### src/rtl/gtrc_pkg.sv
// ----------------------------------------------------------------------------
// gtrc_pkg
// Shared types and constants for the GF(2) tableau rotate/canonicalize core.
// ----------------------------------------------------------------------------
package gtrc_pkg;

    localparam int COL_W      = 8;
    localparam int NUM_QUBITS = 4;
    localparam int NUM_COLS   = 2 * NUM_QUBITS;
    localparam int KEY_W      = COL_W * NUM_COLS;

    typedef logic [COL_W-1:0] col_t;
    typedef logic [KEY_W-1:0] key_t;
    typedef logic [1:0]       qubit_t;
    typedef logic [1:0]       axis_t;

    // axis mask bits
    localparam int AXIS_X_BIT = 1;
    localparam int AXIS_Z_BIT = 0;

    typedef struct packed {
        qubit_t qubit_a;
        qubit_t qubit_b;
        axis_t  axis_a;
        axis_t  axis_b;
    } rot_ctl_t;

    // local H/S word that maps the rotated pair onto the canonical pair
    typedef enum logic [2:0] {
        LOC_NONE = 3'd0,
        LOC_H    = 3'd1,
        LOC_S    = 3'd2,
        LOC_HS   = 3'd3,
        LOC_SH   = 3'd4,
        LOC_HSH  = 3'd5
    } local_t;

endpackage

### src/rtl/gtrc_rotate.sv
// ----------------------------------------------------------------------------
// gtrc_rotate
// Two pipeline stages: form the change byte, then XOR it into the crossed
// columns of both named qubits.
// ----------------------------------------------------------------------------
module gtrc_rotate
    import gtrc_pkg::*;
(
    input  logic     clk,
    input  logic     adv,
    input  key_t     tableau_key,
    input  rot_ctl_t ctl,
    output key_t     rot_key
);

    col_t     cols_in [NUM_COLS];
    col_t     cols_s1 [NUM_COLS];
    col_t     chg_next;
    key_t     key2_next;

    key_t     key1_reg;
    rot_ctl_t ctl1_reg;
    col_t     chg1_reg;
    key_t     key2_reg;

    // stage 1: change byte from the selected columns (before any update)
    always_comb
    begin
        for (int i = 0; i < NUM_COLS; i++)
        begin
            cols_in[i] = tableau_key[i*COL_W +: COL_W];
        end
        chg_next = '0;
        if (ctl.axis_a[AXIS_X_BIT]) chg_next ^= cols_in[{ctl.qubit_a, 1'b0}];
        if (ctl.axis_a[AXIS_Z_BIT]) chg_next ^= cols_in[{ctl.qubit_a, 1'b1}];
        if (ctl.axis_b[AXIS_X_BIT]) chg_next ^= cols_in[{ctl.qubit_b, 1'b0}];
        if (ctl.axis_b[AXIS_Z_BIT]) chg_next ^= cols_in[{ctl.qubit_b, 1'b1}];
    end

    always_ff @(posedge clk)
    begin
        if (adv)
        begin
            key1_reg <= tableau_key;
            ctl1_reg <= ctl;
            chg1_reg <= chg_next;
        end
    end

    // stage 2: z bit of a mask feeds the x column and vice versa; a double
    // hit on one column (same qubit twice) cancels
    always_comb
    begin
        logic hit_a;
        logic hit_b;
        for (int i = 0; i < NUM_COLS; i++)
        begin
            cols_s1[i] = key1_reg[i*COL_W +: COL_W];
        end
        for (int i = 0; i < NUM_COLS; i++)
        begin
            if (i % 2 == 0)
            begin
                hit_a = ctl1_reg.axis_a[AXIS_Z_BIT] && (ctl1_reg.qubit_a == qubit_t'(i / 2));
                hit_b = ctl1_reg.axis_b[AXIS_Z_BIT] && (ctl1_reg.qubit_b == qubit_t'(i / 2));
            end
            else
            begin
                hit_a = ctl1_reg.axis_a[AXIS_X_BIT] && (ctl1_reg.qubit_a == qubit_t'(i / 2));
                hit_b = ctl1_reg.axis_b[AXIS_X_BIT] && (ctl1_reg.qubit_b == qubit_t'(i / 2));
            end
            key2_next[i*COL_W +: COL_W] = (hit_a ^ hit_b) ? (cols_s1[i] ^ chg1_reg)
                                                           : cols_s1[i];
        end
    end

    always_ff @(posedge clk)
    begin
        if (adv)
        begin
            key2_reg <= key2_next;
        end
    end

    assign rot_key = key2_reg;

endmodule

### src/rtl/gtrc_canon.sv
// ----------------------------------------------------------------------------
// gtrc_canon
// Canonicalizes one qubit's (x, z) pair in two stages: magnitude compares,
// then min/mid select and local word match.
// ----------------------------------------------------------------------------
module gtrc_canon
    import gtrc_pkg::*;
(
    input  logic   clk,
    input  logic   adv,
    input  col_t   x_in,
    input  col_t   z_in,
    output col_t   x_out,
    output col_t   z_out,
    output local_t loc
);

    col_t   x3_reg;
    col_t   z3_reg;
    col_t   s3_reg;
    logic   gxz_reg;
    logic   gzs_reg;
    logic   gxs_reg;

    col_t   mn;
    col_t   mx;
    col_t   md;
    local_t loc_next;

    col_t   x4_reg;
    col_t   z4_reg;
    local_t loc4_reg;

    // stage 3: pairwise compares of x, z and x^z
    always_ff @(posedge clk)
    begin
        if (adv)
        begin
            x3_reg  <= x_in;
            z3_reg  <= z_in;
            s3_reg  <= x_in ^ z_in;
            gxz_reg <= x_in > z_in;
            gzs_reg <= z_in > (x_in ^ z_in);
            gxs_reg <= x_in > (x_in ^ z_in);
        end
    end

    // stage 4: x ^ z ^ (x^z) is zero, so mid = min ^ max
    always_comb
    begin
        mn = (!gxz_reg && !gxs_reg) ? x3_reg : (!gzs_reg ? z3_reg : s3_reg);
        mx = (gxz_reg && gxs_reg) ? x3_reg : (gzs_reg ? z3_reg : s3_reg);
        md = mn ^ mx;

        if (x3_reg == mn && z3_reg == md)
            loc_next = LOC_NONE;
        else if (z3_reg == mn && x3_reg == md)
            loc_next = LOC_H;
        else if (x3_reg == mn && s3_reg == md)
            loc_next = LOC_S;
        else if (z3_reg == mn && s3_reg == md)
            loc_next = LOC_HS;
        else if (s3_reg == mn && x3_reg == md)
            loc_next = LOC_SH;
        else if (s3_reg == mn && z3_reg == md)
            loc_next = LOC_HSH;
        else
            loc_next = LOC_NONE;
    end

    always_ff @(posedge clk)
    begin
        if (adv)
        begin
            x4_reg   <= mn;
            z4_reg   <= md;
            loc4_reg <= loc_next;
        end
    end

    assign x_out = x4_reg;
    assign z_out = z4_reg;
    assign loc   = loc4_reg;

endmodule

### src/rtl/gf2_tableau_rotate_canonicalize_core.sv
// ----------------------------------------------------------------------------
// gf2_tableau_rotate_canonicalize_core
// Applies one two-qubit rotation to a packed GF(2) tableau key and brings
// every qubit's column pair into canonical order.
// ----------------------------------------------------------------------------
// Usage:
//   Input channel (in_valid/in_ready) carries tableau_key plus the rotation
//   (qubit_a, qubit_b, axis_a, axis_b). Output channel (out_valid/out_ready)
//   carries new_key and the four local word indices local_q0..local_q3.
//   One result per input, in order.
//   Four register stages: change byte, column update, compares, sort/match.
//   out_valid rises once the input has passed the change byte, column update,
//   compares and sort/match registers in that order; the last stage is the
//   output register.
//   Throughput is one item per cycle: a new item enters every cycle the
//   output register is empty or being drained.
//   When the receiver stalls with out_valid high, the whole pipe holds
//   (in_ready drops); nothing is dropped or repeated and bubbles inside the
//   pipe stay in place.
//   Reset (rst_n low) clears all stage valid bits; the pipe comes out empty
//   with in_ready high.
// ----------------------------------------------------------------------------
module gf2_tableau_rotate_canonicalize_core
    import gtrc_pkg::*;
(
    input  logic        clk,
    input  logic        rst_n,
    input  logic        in_valid,
    output logic        in_ready,
    input  logic [63:0] tableau_key,
    input  logic [1:0]  qubit_a,
    input  logic [1:0]  qubit_b,
    input  logic [1:0]  axis_a,
    input  logic [1:0]  axis_b,
    output logic        out_valid,
    input  logic        out_ready,
    output logic [63:0] new_key,
    output logic [2:0]  local_q0,
    output logic [2:0]  local_q1,
    output logic [2:0]  local_q2,
    output logic [2:0]  local_q3
);

    logic     adv;
    rot_ctl_t ctl;
    key_t     rot_key;
    col_t     cx [NUM_QUBITS];
    col_t     cz [NUM_QUBITS];
    local_t   loc [NUM_QUBITS];

    logic     v1_reg;
    logic     v2_reg;
    logic     v3_reg;
    logic     v4_reg;

    // the pipe moves as one whenever the output slot is free or draining
    assign adv      = !v4_reg || out_ready;
    assign in_ready = adv;

    assign ctl = '{qubit_a: qubit_a, qubit_b: qubit_b, axis_a: axis_a, axis_b: axis_b};

    always_ff @(posedge clk or negedge rst_n)
    begin
        if (!rst_n)
        begin
            v1_reg <= 1'b0;
            v2_reg <= 1'b0;
            v3_reg <= 1'b0;
            v4_reg <= 1'b0;
        end
        else if (adv)
        begin
            v1_reg <= in_valid;
            v2_reg <= v1_reg;
            v3_reg <= v2_reg;
            v4_reg <= v3_reg;
        end
    end

    gtrc_rotate u_rotate (
        .clk         (clk),
        .adv         (adv),
        .tableau_key (tableau_key),
        .ctl         (ctl),
        .rot_key     (rot_key)
    );

    for (genvar q = 0; q < NUM_QUBITS; q++)
    begin : g_canon
        gtrc_canon u_canon (
            .clk   (clk),
            .adv   (adv),
            .x_in  (rot_key[(2*q)*COL_W +: COL_W]),
            .z_in  (rot_key[(2*q+1)*COL_W +: COL_W]),
            .x_out (cx[q]),
            .z_out (cz[q]),
            .loc   (loc[q])
        );
        assign new_key[(2*q)*COL_W +: COL_W]   = cx[q];
        assign new_key[(2*q+1)*COL_W +: COL_W] = cz[q];
    end

    assign out_valid = v4_reg;
    assign local_q0  = loc[0];
    assign local_q1  = loc[1];
    assign local_q2  = loc[2];
    assign local_q3  = loc[3];

`ifndef SYNTH
    a_stall_blocks_input: assert property (@(posedge clk) disable iff (!rst_n)
        (out_valid && !out_ready) |-> !in_ready)
        else $error("input accepted while output stalled");

    a_stage3_reaches_out: assert property (@(posedge clk) disable iff (!rst_n)
        (v3_reg && in_ready) |=> out_valid)
        else $error("item lost between last stages");

    a_empty_takes_input: assert property (@(posedge clk) disable iff (!rst_n)
        !out_valid |-> in_ready)
        else $error("pipe blocked with empty output");

    a_pair_sorted: assert property (@(posedge clk) disable iff (!rst_n)
        out_valid |-> (new_key[7:0] <= new_key[15:8]) && (new_key[23:16] <= new_key[31:24])
                   && (new_key[39:32] <= new_key[47:40]) && (new_key[55:48] <= new_key[63:56]))
        else $error("canonical pair out of order");
`endif

endmodule

### config.mk
export PLATFORM = sky130hd
export DESIGN_NAME = gf2_tableau_rotate_canonicalize_core
export DESIGN_NICKNAME = d
export VERILOG_FILES = /design/src/rtl/gtrc_pkg.sv /design/src/rtl/gtrc_rotate.sv /design/src/rtl/gtrc_canon.sv /design/src/rtl/gf2_tableau_rotate_canonicalize_core.sv
export SDC_FILE = /design/constraint.sdc
export NUM_CORES = 1
export LEC_CHECK = 0
export ABC_AREA = 1
export CORE_AREA = 8 8 201 203
export DETAILED_ROUTE_END_ITERATION = 8
export DIE_AREA = 0 0 209 211
export DONT_BUFFER_PORTS = 1
export HOLD_SLACK_MARGIN = 0.15
export PLACE_DENSITY = 0.73
export SLEW_MARGIN = 20
export SYNTH_ARGS = -nofsm -noshare
export SYNTH_HDL_FRONTEND = slang
export SYNTH_SLANG_ARGS = --single-unit
### constraint.sdc
create_clock -name clk -period 9.44 [get_ports clk]
set_input_delay 0 -clock clk [delete_from_list [all_inputs] [get_ports clk]]
set_output_delay 0 -clock clk [all_outputs]
set_load 0.01 [all_outputs]
Word-level counts from Yosys, hierarchy flattened. Cells that the tools add are included.

Output and inout bits: 78. Input bits: 76. Logic and storage cells: 260. Memories: 0. Memory bits (read-only): 0. Register bits after elaboration: 332. Latch bits: 0. Bits in writable memories: 0.

Reduce and logical (&&, ||, !) cells: 68. Shift operators: 0. Order comparisons: 16. Multipliers: 0. Bitwise logic cells: 31. Eq/ne operators: 30. Multiplexer cells: 60. Divide/modulo/power cells: 0. $add $sub $neg: 0.

Operators with widths (number): $mux W8 (36); $eq A8 B8 Y1 (24); $xor A8 B8 Y8 (19); $bmux W8 S3 (4); $gt A8 B8 Y1 (12); $logic_and A1 B1 Y1 (48); $mux W3 (8); $ge A4 B4 Y1 const B (4); $mux W2 (8); $not A3 Y4 (4); $reduce_or A4 Y1 (4); $logic_not A1 Y1 (9); $eq A2 B2 Y1 const B (4); $reduce_or A2 Y1 (4); $xor A1 B1 Y1 (8); $eq A2 B1 Y1 const B (2); $logic_not A2 Y1 (2); $mux W1 (4); $logic_or A1 B1 Y1 (1).

Depth between registers and ports, before layout.
Depth after elaboration: 11. Depth in mapped cells: 18. Gate-level depth less buffers: 17.

Hierarchy. A second synthesis with hierarchy kept.

Cells, all modules: 2803. Area, all modules: 22287.6 um2.

By module, submodules not included: gtrc_rotate (seq. area each 4324.1 um2, cells an instance 730, times used 1, area an instance 7210.7 um2); gtrc_canon (g_canon[3].u_canon) (seq. area each 1381.3 um2, cells an instance 517, times used 1, area an instance 3807.4 um2); gtrc_canon (g_canon[2].u_canon) (seq. area each 1381.3 um2, cells an instance 513, times used 1, area an instance 3778.6 um2); gtrc_canon (g_canon[1].u_canon) (seq. area each 1381.3 um2, cells an instance 504, times used 1, area an instance 3694.8 um2); gtrc_canon (g_canon[0].u_canon) (seq. area each 1381.3 um2, cells an instance 522, times used 1, area an instance 3641.0 um2); gf2_tableau_rotate_canonicalize_core (seq. area each 100.1 um2, cells an instance 17, times used 1, area an instance 155.1 um2).

Least setup slack after synthesis. OpenSTA, ideal clock, no wires.

Path kind: register -> register. From: register v4_reg (netlist: out_valid). To: register v1_reg. Cell stages (with the launch flop): 3. Buffers on the path: 0. Data arrival time: 8.460 ns. Setup slack: 0.877 ns. Data required time: 9.337 ns. Library setup time: 0.103 ns. Clock period less this slack: 8.563 ns. Cells stage by stage: dfrtp_1 > nand2_1 > mux2_2.

Longest elaborated chain between the ends: 2.

RTL lines: start, declared (line gf2_tableau_rotate_canonicalize_core.sv:54) `logic v4_reg;`; start signal, assigned (line gf2_tableau_rotate_canonicalize_core.sv:76) `v4_reg <= v3_reg;`; $logic_not A1 Y1 (line gf2_tableau_rotate_canonicalize_core.sv:57) `assign adv = !v4_reg || out_ready;`; $logic_or A1 B1 Y1 (line gf2_tableau_rotate_canonicalize_core.sv:57); named net in_ready (line gf2_tableau_rotate_canonicalize_core.sv:29) `output logic in_ready,`; end signal, assigned (line gf2_tableau_rotate_canonicalize_core.sv:73) `v1_reg <= in_valid;`; end, declared (line gf2_tableau_rotate_canonicalize_core.sv:51) `logic v1_reg;`.

The timed path passes the listed nets, and every way through them passes these cells. A chain may end at the register's enable or synchronous reset.

Worst setup path after layout.
From: register v4_reg (netlist: out_valid). To: register g_canon[0].u_canon.z4_reg[6], enable pin.

Longest elaborated chain between the ends: 2.

RTL lines: $logic_not A1 Y1 (line gf2_tableau_rotate_canonicalize_core.sv:57); $logic_or A1 B1 Y1 (line gf2_tableau_rotate_canonicalize_core.sv:57); named net in_ready (line gf2_tableau_rotate_canonicalize_core.sv:29); end signal, assigned (line gtrc_canon.sv:76) `z4_reg <= md;`; end, declared (line gtrc_canon.sv:31) `col_t z4_reg;`.

The timed path passes the listed nets, and every way through them passes these cells.

==> results.md <==
- Status: finished, final reports clean
- Crit path from: out_valid
- Iteration count of the initial detailed-routing pass: 6
- Layout Nets: 2804
- Top area cells in the synthesized netlist: edfxtp_1, nand2_1, nand3_1
- Reg-to-Reg Start: out_valid
- CORE AREA: 0.0371 sq mm
- Post-route ant nets: 0
- Clock Latency Late Sink: 0.56 ns
- Routed WL: between 50000 and 60000 um
- Worst EP required: 9.60 ns
- Clock Tree Buf Depth: 3
- Final GP Congestion: about 0.96
- Min-Delay Endpoint: u_rotate.key1_reg[17]
- FILL cells: 2988
- Buffers on Ports: 0
- Clock slew at reported path FFs: 0.06 ns
- Initial Utilization: 0.571
- Post-DP HPWL: just under 40000 um
- Post-synth EDFFs: 328
- Setup TNS: 0 ns
- Worst EP arrival: about 3 ns
- Post-synth ARST share: 0.0120
- FF-to-FF path depth: 3
- Power Density: slightly above 400 mW/mm^2
- Hold violation count in the final report: 0
- Die area: between 0.04 and 0.05 sq mm
- Post-synthesis cell count: 2583
- Cell taking the most area after synthesis: edfxtp_1
- Final core occ: 0.641
- DRT iter0 DRCs: 1540
- Ys Warns: 0
- DR WL/cell: 16.9 um
- Worst slew pin tran: ~1.2 ns
- CTS tree: built
- Vias in the first global route: 16600
- Avg Inst Size Synth: 8.22 sq um
- Area grow syn2layout: 12.1%
- Beginning of the worst hold path: tableau_key[17]
- Tmin final: 2.85 ns
- Hold WC Path Type: in -> reg
- Yosys top cell area share: 0.464
- Std-Cell Rows: 71
- Tcrit/Tclk final: 0.302
- Primary FF master, synth: edfxtp_1
- Kind of critical path: reg -> reg
- Max Clock Skew: about 0.021 ns
- RR Endpoint: g_canon[0].u_canon.z_out[6]
- Die Y: about 210 um
- Clock root cell: clkbuf_16
- CTS H-tree depth: 2
- Pin count of the biggest net entering global routing: 180
- Final slew viol count: 0
- Number of synthesized register bits: 332
- Via count: 17800
- First-pass GRT wire length: 84700 um
- Max incr delay on CP: 0.64 ns
- Post-synthesis net count: 2711
- Synthesized cell area: 0.0212 sq mm
- Netlist cell types: just over 50
- Fraction of layout cells with a size suffix above 1: 0.0850
- VDD IR max: 280 uV
- Clock sinks: 332
- Final Setup Violations: 0
- I/O pin cnt: 154
- Crit-path cells: nand2_4, buf_4, buf_12
- Lkg Pwr: 10.7 nW
- Sequential area share after synthesis: 0.469
- RSZ-0062 raised after global routing: no
- Reg2reg setup slack: roughly 6.6 ns
- CP max stage cell: buf_4
- DRC viols: 0
- Post-CTS Setup Bufs: 0
- Die Width: roughly 210 um
- CP endpoint kind: flip-flop
- CTS buffer count: 38
- Via density: ~5.6
- GR Util All Layers: 0.238
- Cells resized by post-CTS repair: 0
- Hold path cells: 1
- Most common cell in the netlist: nand2_1
- Max frequency: 351 MHz
- Initial antenna violation count: 22
- CP Max Fanout: 179
- CP Launch Type: flip-flop
- Gr ovfl total: 0
- Commonest cells post-synth: nand2_1, edfxtp_1, nand3_1
- Rel. slew slack: 0.214
- MaxCap Viol Count: 0
-- area by class of cell --
cell class              instances  area (sq um)  area share
diodes                         21          52.6     0.00221
clock buffers                  45           977      0.0411
clock inverters                25           258      0.0108
inverters                     282          1080      0.0453
multi-input cells            1925          9880       0.415
flip-flops and latches        332          9950       0.418
well taps                     474           593      0.0249
repair buffers                 97           996      0.0419
-- cell usage in the layout, fill, tap and decap left out, types with 4 or more instances in the layout --
cell type | synthesis | final
nor3_1 | 26 | 26
o21ai_0 | 88 | 88
nand2_2 | 71 | 71
o32ai_1 | 7 | 7
nand3_1 | 270 | 270
dfrtp_1 | 4 | 4
edfxtp_1 | 328 | 328
o21ai_1 | 6 | 6
clkinv_2 | 0 | 7
a31oi_1 | 5 | 5
a32oi_1 | 4 | 4
a21oi_1 | 74 | 74
clkbuf_16 | 0 | 38
o211ai_1 | 8 | 8
clkbuf_1 | 18 | 7
o21ai_2 | 5 | 5
clkinv_1 | 0 | 5
clkinvlp_4 | 0 | 4
inv_1 | 249 | 249
diode_2 | 0 | 21
xor2_1 | 96 | 96
bufinv_16 | 0 | 4
nand3_2 | 5 | 5
nand2_4 | 14 | 15
inv_6 | 4 | 6
ha_1 | 52 | 52
nor2_2 | 11 | 11
or2_2 | 6 | 6
nor2_1 | 166 | 166
inv_2 | 29 | 29
dlygate4sd3_1 | 0 | 92
nand2_1 | 872 | 871
nand4_1 | 20 | 20
xnor2_1 | 68 | 68
a21oi_2 | 14 | 14
-- logic make-up after synthesis --
family | count (synthesis) | share of synthesized area
AO/OA/AOI/OAI | 233 | 0.0655
XOR/XNOR | 164 | 0.0677
adder cells (fa/ha/maj) | 52 | 0.0307
buffers and inverters | 326 | 0.0659
flip-flops | 332 | 0.469
multiplexers | 2 | 0.00106
AND/OR/NAND/NOR | 1474 | 0.300
-- per-stage QoR --
| stage | hold slack (ns) | instances | instance area (sq um) | setup WS, ns | total power [mW] |
|---|---|---|---|---|---|
| after CTS | 0.153 | 3180 | 23700 | 6.57 | 9.70 |
| after global placement | -0.295 | 3016 | 21500 | 6.65 | 8.01 |
| final | 0.162 | 3201 | 23800 | 6.59 | 9.73 |
| after global routing | 0.151 | 3192 | 23800 | 6.40 | 10.6 |
| after detailed placement | -0.295 | 3016 | 21500 | 6.59 | 8.16 |
| after floorplan | -0.296 | 2583 | 21200 | 0.877 | 7.15 |
-- what timing repair did --
item / in CTS / in global routing
setup endpoints to repair: 0 / 0
hold buffers: 94 / 0
hold endpoints to repair: 92 / 0
-- worst max-delay path: cells and delay by family, from the launching register on --
kind / cells / cell delay, ns
buf+inv: 2 / 1.24
simple gates: 1 / 0.50
flops: 1 / 0.45
-- layer usage --
layer  global-route usage  routed length (um)  vias to the layer above
met5                    0                  73                        -
met4               0.0875                1710                       12
met2                0.389               24300                      843
met3               0.0623                5400                      147
li1                     -                   -                     8760
met1                0.302               22400                     8039
-- power breakdown --
part | switching (mW) | leakage [nW] | internal (mW)
sequential | 0.719 | 3.38 | 2.55
clock | 0.599 | 0.595 | 0.858
combinational | 3.35 | 6.76 | 1.65
total | 4.67 | 10.7 | 5.06
-- worst max-delay path by stage --
stage | depth (start not counted) | slack, ns | to
after detailed placement | 3 | 6.59 | g_canon[1].u_canon.z_out[7]
after global routing | 3 | 6.40 | g_canon[0].u_canon.x_out[5]
after global placement | 3 | 6.65 | g_canon[1].u_canon.z_out[4]
after floorplan | 2 | 0.88 | v1_reg
after CTS | 3 | 6.57 | g_canon[0].u_canon.x_out[5]
final | 3 | 6.59 | g_canon[0].u_canon.z_out[6]
No activity file was read; power rests on OpenSTA's default activity.
